`src/hdl/imusfp_pkg.sv`:
```
// Shared constants, types and CRC helper for the IMU serial frame parser.
package imusfp_pkg;

    localparam int BUFFER_BYTES_DEF = 64;
    localparam int MAX_RESULTS      = 29;
    localparam int RES_W            = $clog2(MAX_RESULTS + 1);
    localparam int CFG_DATA_W       = 8;
    localparam int CFG_INDEX_W      = 1;

    localparam logic [7:0]  SYNC_BYTE       = 8'h55;
    localparam logic [7:0]  READ_FUNCTION   = 8'h03;
    localparam int          NORMAL_LEN      = 11;
    localparam int          SUM_LEN         = 10;
    localparam int          MODBUS_OVERHEAD = 5;
    localparam logic [15:0] CRC_INIT        = 16'hFFFF;
    localparam logic [15:0] CRC_POLY        = 16'hA001;

    localparam logic [CFG_INDEX_W-1:0] REG_PROTOCOL_MODE = 1'b0;
    localparam logic [CFG_INDEX_W-1:0] REG_READ_START    = 1'b1;

    localparam logic KIND_NORMAL = 1'b0;
    localparam logic KIND_MODBUS = 1'b1;

    typedef enum logic [1:0] {
        MODE_NORMAL = 2'd0,
        MODE_MODBUS = 2'd1,
        MODE_CAN    = 2'd2,
        MODE_I2C    = 2'd3
    } mode_t;

    typedef enum logic [5:0] {
        S_IDLE = 6'b000001,
        S_SCAN = 6'b000010,
        S_NPUT = 6'b000100,
        S_EMA  = 6'b001000,
        S_EMB  = 6'b010000,
        S_EMC  = 6'b100000
    } state_t;

    // CRC-16/MODBUS update over one byte, reflected
    function automatic logic [15:0] crc16_byte(input logic [15:0] crc, input logic [7:0] b);
        logic [15:0] c;
        c = crc ^ {8'h00, b};
        for (int k = 0; k < 8; k++) begin
            c = c[0] ? ((c >> 1) ^ CRC_POLY) : (c >> 1);
        end
        return c;
    endfunction

endpackage

```
`src/hdl/imusfp_ram.sv`:
```
// Generic single-write, single-read RAM with registered read data.
module imusfp_ram #(
    parameter int WIDTH = 8,
    parameter int DEPTH = 64
) (
    input  logic                     clk,
    input  logic                     we,
    input  logic [$clog2(DEPTH)-1:0] waddr,
    input  logic [WIDTH-1:0]         wdata,
    input  logic                     re,
    input  logic [$clog2(DEPTH)-1:0] raddr,
    output logic [WIDTH-1:0]         rdata
);

    logic [WIDTH-1:0] mem [0:DEPTH-1];

    always_ff @(posedge clk)
    begin
        if (we)
        begin
            mem[waddr] <= wdata;
        end
        if (re)
        begin
            rdata <= mem[raddr];
        end
    end

endmodule

```
`src/hdl/imu_serial_frame_parser.sv`:
```
// Each byte is stored in the buffer RAM, then the held bytes are scanned, one per cycle.
// Normal mode: a full 11-byte frame is checked once held, then it waits for a free output.
// Modbus mode: no scan while 2 or fewer bytes are held, then a scan up to the byte count
// until it is met, a full scan to check the CRC, then S_EMA, S_EMB, S_EMC per register word.
// CAN/I2C modes: bytes are dropped. Throughput is set by the single read port of the buffer RAM.
// Reset clears fill count, head pointer, config and output valid; buffer RAM is not cleared.
module imu_serial_frame_parser
    import imusfp_pkg::*;
#(
    parameter int BUFFER_BYTES = imusfp_pkg::BUFFER_BYTES_DEF
) (
    input  logic                               clk,
    input  logic                               rst_n,
    input  logic                               cfg_we,
    input  logic [imusfp_pkg::CFG_INDEX_W-1:0] cfg_index,
    input  logic [imusfp_pkg::CFG_DATA_W-1:0]  cfg_data,
    input  logic                               in_valid,
    output logic                               in_ready,
    input  logic [7:0]                         data_byte,
    output logic                               out_valid,
    input  logic                               out_ready,
    output logic                               kind,
    output logic [7:0]                         type_code,
    output logic [15:0]                        word0,
    output logic [15:0]                        word1,
    output logic [15:0]                        word2,
    output logic [15:0]                        word3,
    output logic [8:0]                         reg_index,
    output logic [15:0]                        reg_value,
    output logic                               last
);

    localparam int AW = $clog2(BUFFER_BYTES);
    localparam int CW = $clog2(BUFFER_BYTES + 1);
    localparam int SW = CW + 1;
    localparam int OW = RES_W + 2;

    function automatic logic [AW-1:0] buf_addr(input logic [AW-1:0] base,
                                               input logic [CW-1:0] off);
        logic [SW-1:0] s;
        s = SW'(base) + SW'(off);
        if (s >= SW'(BUFFER_BYTES))
        begin
            s = s - SW'(BUFFER_BYTES);
        end
        return s[AW-1:0];
    endfunction

    state_t           state_reg, state_next;
    mode_t            mode_reg, mode_next;
    logic [7:0]       rstart_reg, rstart_next;
    logic [AW-1:0]    head_reg, head_next;
    logic [CW-1:0]    fill_reg, fill_next;
    logic [CW-1:0]    issue_reg, issue_next;
    logic             pend_reg, pend_next;
    logic [CW-1:0]    ppos_reg, ppos_next;
    logic [CW-1:0]    lastpos_reg, lastpos_next;
    logic [RES_W-1:0] wi_reg, wi_next;
    logic [RES_W-1:0] words_reg, words_next;
    logic             out_valid_reg, out_valid_next;

    logic [7:0]       sum_reg;
    logic [15:0]      crc_reg;
    logic [7:0]       count_reg;
    logic [7:0]       hi_reg;
    logic [7:0]       cap_reg [1:9];
    logic             kind_reg;
    logic [7:0]       type_reg;
    logic [15:0]      word_reg [0:3];
    logic [8:0]       ridx_reg;
    logic [15:0]      rval_reg;
    logic             last_reg;

    logic             ram_we, ram_re;
    logic [AW-1:0]    ram_waddr, ram_raddr;
    logic [7:0]       ram_rdata;

    logic [CW-1:0]    fill_eff, fill_inc, fill_m2, fill_m1;
    logic             out_free;
    logic             sum_init, sum_en, crc_init, crc_en, count_en, cap_en, hi_en;
    logic             ld_norm, ld_mb;
    logic [9:0]       need_len;
    logic [6:0]       half_count;
    logic [OW-1:0]    off_hi, off_lo;

    imusfp_ram #(
        .WIDTH(8),
        .DEPTH(BUFFER_BYTES)
    ) u_buf (
        .clk  (clk),
        .we   (ram_we),
        .waddr(ram_waddr),
        .wdata(data_byte),
        .re   (ram_re),
        .raddr(ram_raddr),
        .rdata(ram_rdata)
    );

    assign in_ready   = (state_reg == S_IDLE);
    assign out_free   = !out_valid_reg || out_ready;
    assign fill_eff   = (fill_reg == CW'(BUFFER_BYTES)) ? '0 : fill_reg;
    assign fill_inc   = fill_eff + CW'(1);
    assign fill_m2    = fill_reg - CW'(2);
    assign fill_m1    = fill_reg - CW'(1);
    assign need_len   = {2'b00, ram_rdata} + 10'(MODBUS_OVERHEAD);
    assign half_count = count_reg[7:1];
    assign off_hi     = {1'b0, wi_reg, 1'b0} + OW'(3);
    assign off_lo     = {1'b0, wi_reg, 1'b0} + OW'(4);

    always_comb
    begin
        state_next     = state_reg;
        mode_next      = mode_reg;
        rstart_next    = rstart_reg;
        head_next      = head_reg;
        fill_next      = fill_reg;
        issue_next     = issue_reg;
        pend_next      = 1'b0;
        ppos_next      = issue_reg;
        lastpos_next   = lastpos_reg;
        wi_next        = wi_reg;
        words_next     = words_reg;
        out_valid_next = out_valid_reg && !out_ready;
        ram_we         = 1'b0;
        ram_waddr      = buf_addr(head_reg, fill_eff);
        ram_re         = 1'b0;
        ram_raddr      = buf_addr(head_reg, issue_reg);
        sum_init       = 1'b0;
        sum_en         = 1'b0;
        crc_init       = 1'b0;
        crc_en         = 1'b0;
        count_en       = 1'b0;
        cap_en         = 1'b0;
        hi_en          = 1'b0;
        ld_norm        = 1'b0;
        ld_mb          = 1'b0;

        if (cfg_we)
        begin
            case (cfg_index)
                REG_PROTOCOL_MODE: mode_next   = mode_t'(cfg_data[1:0]);
                REG_READ_START:    rstart_next = cfg_data[7:0];
                default:           ;
            endcase
        end

        case (state_reg)
            S_IDLE:
            begin
                if (in_valid)
                begin
                    ram_we     = 1'b1;
                    fill_next  = fill_inc;
                    issue_next = '0;
                    sum_init   = 1'b1;
                    crc_init   = 1'b1;
                    case (mode_reg)
                        MODE_NORMAL:
                        begin
                            lastpos_next = (fill_inc >= CW'(NORMAL_LEN)) ? CW'(SUM_LEN) : '0;
                            state_next   = S_SCAN;
                        end
                        MODE_MODBUS:
                        begin
                            lastpos_next = fill_inc - CW'(1);
                            if (fill_inc > CW'(2))
                            begin
                                state_next = S_SCAN;
                            end
                        end
                        default:
                        begin
                            fill_next = '0;
                        end
                    endcase
                end
            end

            S_SCAN:
            begin
                if (issue_reg <= lastpos_reg)
                begin
                    ram_re     = 1'b1;
                    pend_next  = 1'b1;
                    issue_next = issue_reg + CW'(1);
                end
                if (pend_reg)
                begin
                    if (mode_reg == MODE_NORMAL)
                    begin
                        sum_en = (ppos_reg < CW'(SUM_LEN));
                        cap_en = (ppos_reg >= CW'(1)) && (ppos_reg < CW'(SUM_LEN));
                        if (ppos_reg == '0 && ram_rdata != SYNC_BYTE)
                        begin
                            head_next  = buf_addr(head_reg, CW'(1));
                            fill_next  = fill_m1;
                            state_next = S_IDLE;
                        end
                        else if (ppos_reg == CW'(SUM_LEN))
                        begin
                            if (sum_reg != ram_rdata)
                            begin
                                head_next  = buf_addr(head_reg, CW'(1));
                                fill_next  = fill_m1;
                                state_next = S_IDLE;
                            end
                            else
                            begin
                                state_next = S_NPUT;
                            end
                        end
                        else if (ppos_reg == lastpos_reg)
                        begin
                            state_next = S_IDLE;
                        end
                    end
                    else
                    begin
                        crc_en   = (ppos_reg < fill_m2);
                        count_en = (ppos_reg == CW'(2));
                        if (ppos_reg == CW'(1) && ram_rdata != READ_FUNCTION)
                        begin
                            head_next  = buf_addr(head_reg, CW'(1));
                            fill_next  = fill_m1;
                            state_next = S_IDLE;
                        end
                        else if (ppos_reg == CW'(2) && 10'(fill_reg) < need_len)
                        begin
                            state_next = S_IDLE;
                        end
                        else if (ppos_reg > CW'(2) &&
                                 ((ppos_reg == fill_m2 && crc_reg[7:0] != ram_rdata) ||
                                  (ppos_reg == fill_m1 && crc_reg[15:8] != ram_rdata)))
                        begin
                            head_next  = buf_addr(head_reg, CW'(1));
                            fill_next  = fill_m1;
                            state_next = S_IDLE;
                        end
                        else if (ppos_reg == fill_m1)
                        begin
                            wi_next = '0;
                            if (half_count > 7'(MAX_RESULTS))
                            begin
                                words_next = RES_W'(MAX_RESULTS);
                            end
                            else
                            begin
                                words_next = half_count[RES_W-1:0];
                            end
                            if (half_count == '0)
                            begin
                                fill_next  = '0;
                                state_next = S_IDLE;
                            end
                            else
                            begin
                                state_next = S_EMA;
                            end
                        end
                    end
                end
            end

            S_NPUT:
            begin
                if (out_free)
                begin
                    ld_norm        = 1'b1;
                    out_valid_next = 1'b1;
                    fill_next      = '0;
                    state_next     = S_IDLE;
                end
            end

            S_EMA:
            begin
                ram_re     = 1'b1;
                ram_raddr  = buf_addr(head_reg, CW'(off_hi));
                state_next = S_EMB;
            end

            S_EMB:
            begin
                hi_en      = 1'b1;
                ram_re     = 1'b1;
                ram_raddr  = buf_addr(head_reg, CW'(off_lo));
                state_next = S_EMC;
            end

            S_EMC:
            begin
                if (out_free)
                begin
                    ld_mb          = 1'b1;
                    out_valid_next = 1'b1;
                    if (wi_reg == words_reg - RES_W'(1))
                    begin
                        fill_next  = '0;
                        state_next = S_IDLE;
                    end
                    else
                    begin
                        wi_next    = wi_reg + RES_W'(1);
                        state_next = S_EMA;
                    end
                end
            end

            default:
            begin
                state_next = S_IDLE;
            end
        endcase
    end

    always_ff @(posedge clk or negedge rst_n)
    begin
        if (!rst_n)
        begin
            state_reg     <= S_IDLE;
            mode_reg      <= MODE_NORMAL;
            rstart_reg    <= '0;
            head_reg      <= '0;
            fill_reg      <= '0;
            issue_reg     <= '0;
            pend_reg      <= 1'b0;
            ppos_reg      <= '0;
            lastpos_reg   <= '0;
            wi_reg        <= '0;
            words_reg     <= '0;
            out_valid_reg <= 1'b0;
        end
        else
        begin
            state_reg     <= state_next;
            mode_reg      <= mode_next;
            rstart_reg    <= rstart_next;
            head_reg      <= head_next;
            fill_reg      <= fill_next;
            issue_reg     <= issue_next;
            pend_reg      <= pend_next;
            ppos_reg      <= ppos_next;
            lastpos_reg   <= lastpos_next;
            wi_reg        <= wi_next;
            words_reg     <= words_next;
            out_valid_reg <= out_valid_next;
        end
    end

    always_ff @(posedge clk)
    begin
        if (sum_init)
        begin
            sum_reg <= '0;
        end
        else if (sum_en)
        begin
            sum_reg <= sum_reg + ram_rdata;
        end
        if (crc_init)
        begin
            crc_reg <= CRC_INIT;
        end
        else if (crc_en)
        begin
            crc_reg <= crc16_byte(crc_reg, ram_rdata);
        end
        if (count_en)
        begin
            count_reg <= ram_rdata;
        end
        if (cap_en)
        begin
            cap_reg[ppos_reg[3:0]] <= ram_rdata;
        end
        if (hi_en)
        begin
            hi_reg <= ram_rdata;
        end
        if (ld_norm)
        begin
            kind_reg    <= KIND_NORMAL;
            type_reg    <= cap_reg[1];
            word_reg[0] <= {cap_reg[3], cap_reg[2]};
            word_reg[1] <= {cap_reg[5], cap_reg[4]};
            word_reg[2] <= {cap_reg[7], cap_reg[6]};
            word_reg[3] <= {cap_reg[9], cap_reg[8]};
            ridx_reg    <= '0;
            rval_reg    <= '0;
            last_reg    <= 1'b1;
        end
        else if (ld_mb)
        begin
            kind_reg    <= KIND_MODBUS;
            type_reg    <= '0;
            word_reg[0] <= '0;
            word_reg[1] <= '0;
            word_reg[2] <= '0;
            word_reg[3] <= '0;
            ridx_reg    <= 9'(rstart_reg) + 9'(wi_reg);
            rval_reg    <= {hi_reg, ram_rdata};
            last_reg    <= (wi_reg == words_reg - RES_W'(1));
        end
    end

    assign out_valid = out_valid_reg;
    assign kind      = kind_reg;
    assign type_code = type_reg;
    assign word0     = word_reg[0];
    assign word1     = word_reg[1];
    assign word2     = word_reg[2];
    assign word3     = word_reg[3];
    assign reg_index = ridx_reg;
    assign reg_value = rval_reg;
    assign last      = last_reg;

endmodule

```
`config.mk`:
```
export PLATFORM = sky130hd
export DESIGN_NAME = imu_serial_frame_parser
export DESIGN_NICKNAME = d
export VERILOG_FILES = /design/src/hdl/imusfp_pkg.sv /design/src/hdl/imusfp_ram.sv /design/src/hdl/imu_serial_frame_parser.sv
export SDC_FILE = /design/constraint.sdc
export NUM_CORES = 1
export LEC_CHECK = 0
export BUFFER_PORTS_ARGS = -buffer_cell sky130_fd_sc_hd__clkbuf_2
export CORE_MARGIN = 2
export CORE_UTILIZATION = 55
export DETAILED_ROUTE_END_ITERATION = 10
export GPL_TIMING_DRIVEN = 1
export PLACE_DENSITY = 0.85
export SLEW_MARGIN = 10
export SYNTH_ARGS = -nofsm -noshare
export SYNTH_HDL_FRONTEND = slang
export SYNTH_HIERARCHICAL = 1
export SYNTH_SLANG_ARGS = --single-unit
```
`constraint.sdc`:
```
create_clock -name clk -period 3.9 [get_ports clk]
set_input_delay 0.585 -clock clk [delete_from_list [all_inputs] [get_ports clk]]
set_output_delay 0.585 -clock clk [all_outputs]
set_load 0.005 [all_outputs]
```
==> flow_results.org <==
** Drt
- Wires add up to 82.7 mm.
- Dividing the detail-routed wire length by the instance count gives 25.2 um.
- The detailed router finished its first iteration with 2,243 violations.
- Remaining design rule violation count :: 0
- Total iterations of the first detailed-routing run :: 7
- For this block, the via count after detailed routing is 20,800.
- Via count normalized by instance count :: 6.32
- Post-route ant nets :: 0

** Critical path
- Slowest-stage cell, CP :: mux4_2
- Type of element capturing the critical path :: flip-flop
- Type of origin of the critical path :: flip-flop
- Critical Setup Path Class :: reg -> reg
- Family with the most delay on the worst path :: compound AO/OA/AOI/OAI gates
- In this design, the stage delay of the slowest critical-path cell is 0.48 ns.
- Of all nets on the critical path, the largest fanout is 11.
- The critical path goes through inv_1 -> ha_1 -> inv_1 -> ha_1 -> fa_1 -> a22oi_2 -> o21ai_4 -> mux4_2 -> mux4_2 -> o2111ai_1 -> o41ai_1.
- For the worst flop-to-flop path, the logic depth is 11.
- Worst EP required :: 4.23 ns
- The critical path runs through a total of 11 cells.
- Worst Path Arrival :: 4.16 ns
- Counting both buffers and inverters, the worst setup path holds a total of 2.

** Clocking
- TritonCTS built the clock tree.
- In this run, CTS created clock tree buffers numbering 77.
- The H-tree was split into 3 levels.
- After clock tree synthesis, the clock-pin slew on the worst setup and hold paths is 0.06 ns.
- Clock sinks :: 792
- Clock Path Buffers :: 3
- In this run the clock root is driven by a clkbuf_16.
- Clock latency on the worst-skew pair, taken at its later pin, is 0.62 ns.

** Power
- IR drop worst, VDD :: 0.653 mV
- Power per cell area :: 744 nW/um2
- Total power for the finished layout comes to 28,600 uW.
- Leak :: 0.0137 uW

** Yosys
- Sequential area share after synthesis :: 67.5%
- Cell variety after synth :: 93
- Synthesis produced a netlist with a net count of 2,275.
- Mapped Cells :: 2,177
- Post-synthesis register bit count :: 792
- Yosys Warn Count :: 6
- Mapped cell area :: 33,300 um2
- FFs w/ async S/R, synth :: 7.83%
- Each instance of the synthesized netlist takes up on average 15.3 um2.
- Main synth FF type :: edfxtp_1
- Number of enable-type register cells in the synthesized netlist :: 631

** Floorplan
- The floorplan has 90 rows.
- The die covers 62,500 um2.
- Core Footprint :: 60,100 um2
- 123 I/O pins were placed.
- Die height :: 250 um
- Starting density of the core :: 55.4%
- The die is 250 um wide.

** Final layout
- Fill cells in the final layout number 4,042.
- The count of cells in the finished layout, fillers not included, comes to 3,286.
- The multi-input combinational cells in the finished layout cover a total of 10,200 um2.
- In the layout the commonest cells are 631 x edfxtp_1, 174 x buf_4, 173 x nand2_1.
- Leaving out fill and tap cells, the most frequent cell in the layout is edfxtp_1.
- Measured on the finished design, the core utilization comes to 63.8%.
- Net count reported at finish :: 2,545
- Cells with a size suffix above 1 make up 24.8% of the layout.
- The area growth from synthesis to layout is 15.2%.
- Sequential cell area in the final layout :: 22,500 um2
- 0 antenna diodes ended up in the layout.
- The register with the most flip-flops in the layout has 512 of them.

** Timing
- Hold timing on the final database bottoms out at a slack of 0.0833 ns.
- Setup repair after global routing missed its margin :: true
- In this run the tightest slew margin relative to its limit is 36.7%.
- Final critical delay including setup and external delays :: 3.83 ns
- The final count of pins violating max slew is 0.
- Number of endpoints with negative hold slack in the final report :: 0
- Worst Skew :: 0.0171 ns
- The final critical path takes up 98.1% of the cycle.
- Derived from the worst setup path, the maximum achievable clock frequency is 261 MHz.
- Total of endpoints with negative setup slack in the final report :: 0
- PnR worst setup slack :: 0.0734 ns
- For the pin with the worst max-slew slack, the measured transition is 0.950 ns.

** GRT
- Vias in the first global route :: 21,000
- Global-route usage over all layers :: 26.3%
- The initial antenna violation count is 0.
- Total grt overflow :: 0
- Entering global routing, the biggest net connects 68 pins.
- The first global-routing pass estimated 125 mm of wire.

** Hold path
- Type of the tightest min-delay check :: in -> async

** Job
- Max-cap violations in this run came to 0.

** Outcome
- Result of the run :: finished clean

** Placement
- Final GP Congestion :: 0.950
- The count of buffers added on input and output ports is 122.
- Setup slack at placement :: -0.0317 ns
- Dpl hpwl :: 54.3 mm
- Including well taps, the total number of placed cells is 3,144.
## per-layer routing
metal,track usage [%],wire length [um]
met4,9.82,3100
met2,45.3,41700
met5,0,0
met1,33.6,30300
met3,4.75,7630
## cell usage after synthesis (all sizes together) (14+ instances only)
cell type,count,share of area [%]
edfxtp,631,57
nand2,174,2.0
nor2,139,1.6
mux4,124,8.4
dfxtp,99,6.0
a21oi,77,1.2
clkbuf,71,0.95
ha,70,2.6
xnor2,69,1.8
nand3,62,0.93
dfrtp,61,4.6
o21ai,60,0.90
inv,50,0.56
buf,40,0.83
xor2,30,0.79
mux2i,28,0.84
nor3,26,0.42
o22ai,26,0.49
a22o,25,0.66
nor2b,23,0.43
a21o,19,0.43
and2,19,0.36
nand4,18,0.34
a22oi,17,0.38
nand2b,16,0.30
mux2,14,0.47
## logic make-up after synthesis
| logic type | count (synthesis) | synth area share (%) |
|---|---|---|
| AND/OR/NAND/NOR | 553 | 8.04 |
| XOR/XNOR | 99 | 2.60 |
| multiplexers | 166 | 9.70 |
| adder cells (fa/ha/maj) | 76 | 2.99 |
| buffers and inverters | 165 | 2.39 |
| flip-flops | 792 | 67.5 |
| AO/OA/AOI/OAI | 326 | 6.78 |
## stage by stage
| step | cell area (um2) | setup TNS, ns |
|---|---|---|
| after floorplan | 33300 | -0.0956 |
| after global placement | 35700 | 0 |
| after detailed placement | 35700 | -0.0317 |
| after CTS | 38200 | -0.000600 |
| after global routing | 38400 | -1.28 |
| final | 38400 | 0 |
## final cells by class
class                      instances  share of cell area, %
sequential                       792                   58.6
multi-input combinational       1221                   26.6
timing repair buffer             301                   5.39
clock buffer                      93                   5.34
tap                              782                   2.55
clock inverter                    43                   1.01
inverter                          54                  0.528
## where the power goes
group	switching, uW	leakage, uW	internal [uW]
clock	3100	0.00119	4150
combinational	5990	0.00515	5070
sequential	485	0.00732	9760
## what timing repair did
item	CTS	global route
buffers inserted	0	4
cloned	0	2
hold buffers	0	0
gates resized for setup	2	18
pin swaps	1	2
endpoints found under the setup margin	3	237
## final timing paths
path	slack, ns	end	start
worst max-delay path	0.07	u_buf/rdata[7]	head_reg[1]
worst min-delay path	0.08	rstart_reg[0]	rst_n
worst max register to register	0.07	u_buf/rdata[7]	head_reg[1]
worst min register to register	0.45	reg_value[11]	hi_reg[3]
max in group asynchronous	3.02	issue_reg[2]	rst_n
min in group clk	0.20	rstart_reg[6]	cfg_data[6]
## worst reg2reg max path: cells and delay by family, from the launching register on
family                   cells  cell delay (ns)
multiplexers                 2             0.88
AO/OA/AOI/OAI                4             1.16
flip-flops                   1             0.37
buffers and inverters        2             0.24
adder cells (fa/ha/maj)      3             0.89
Power figures use the tool's default switching activity.
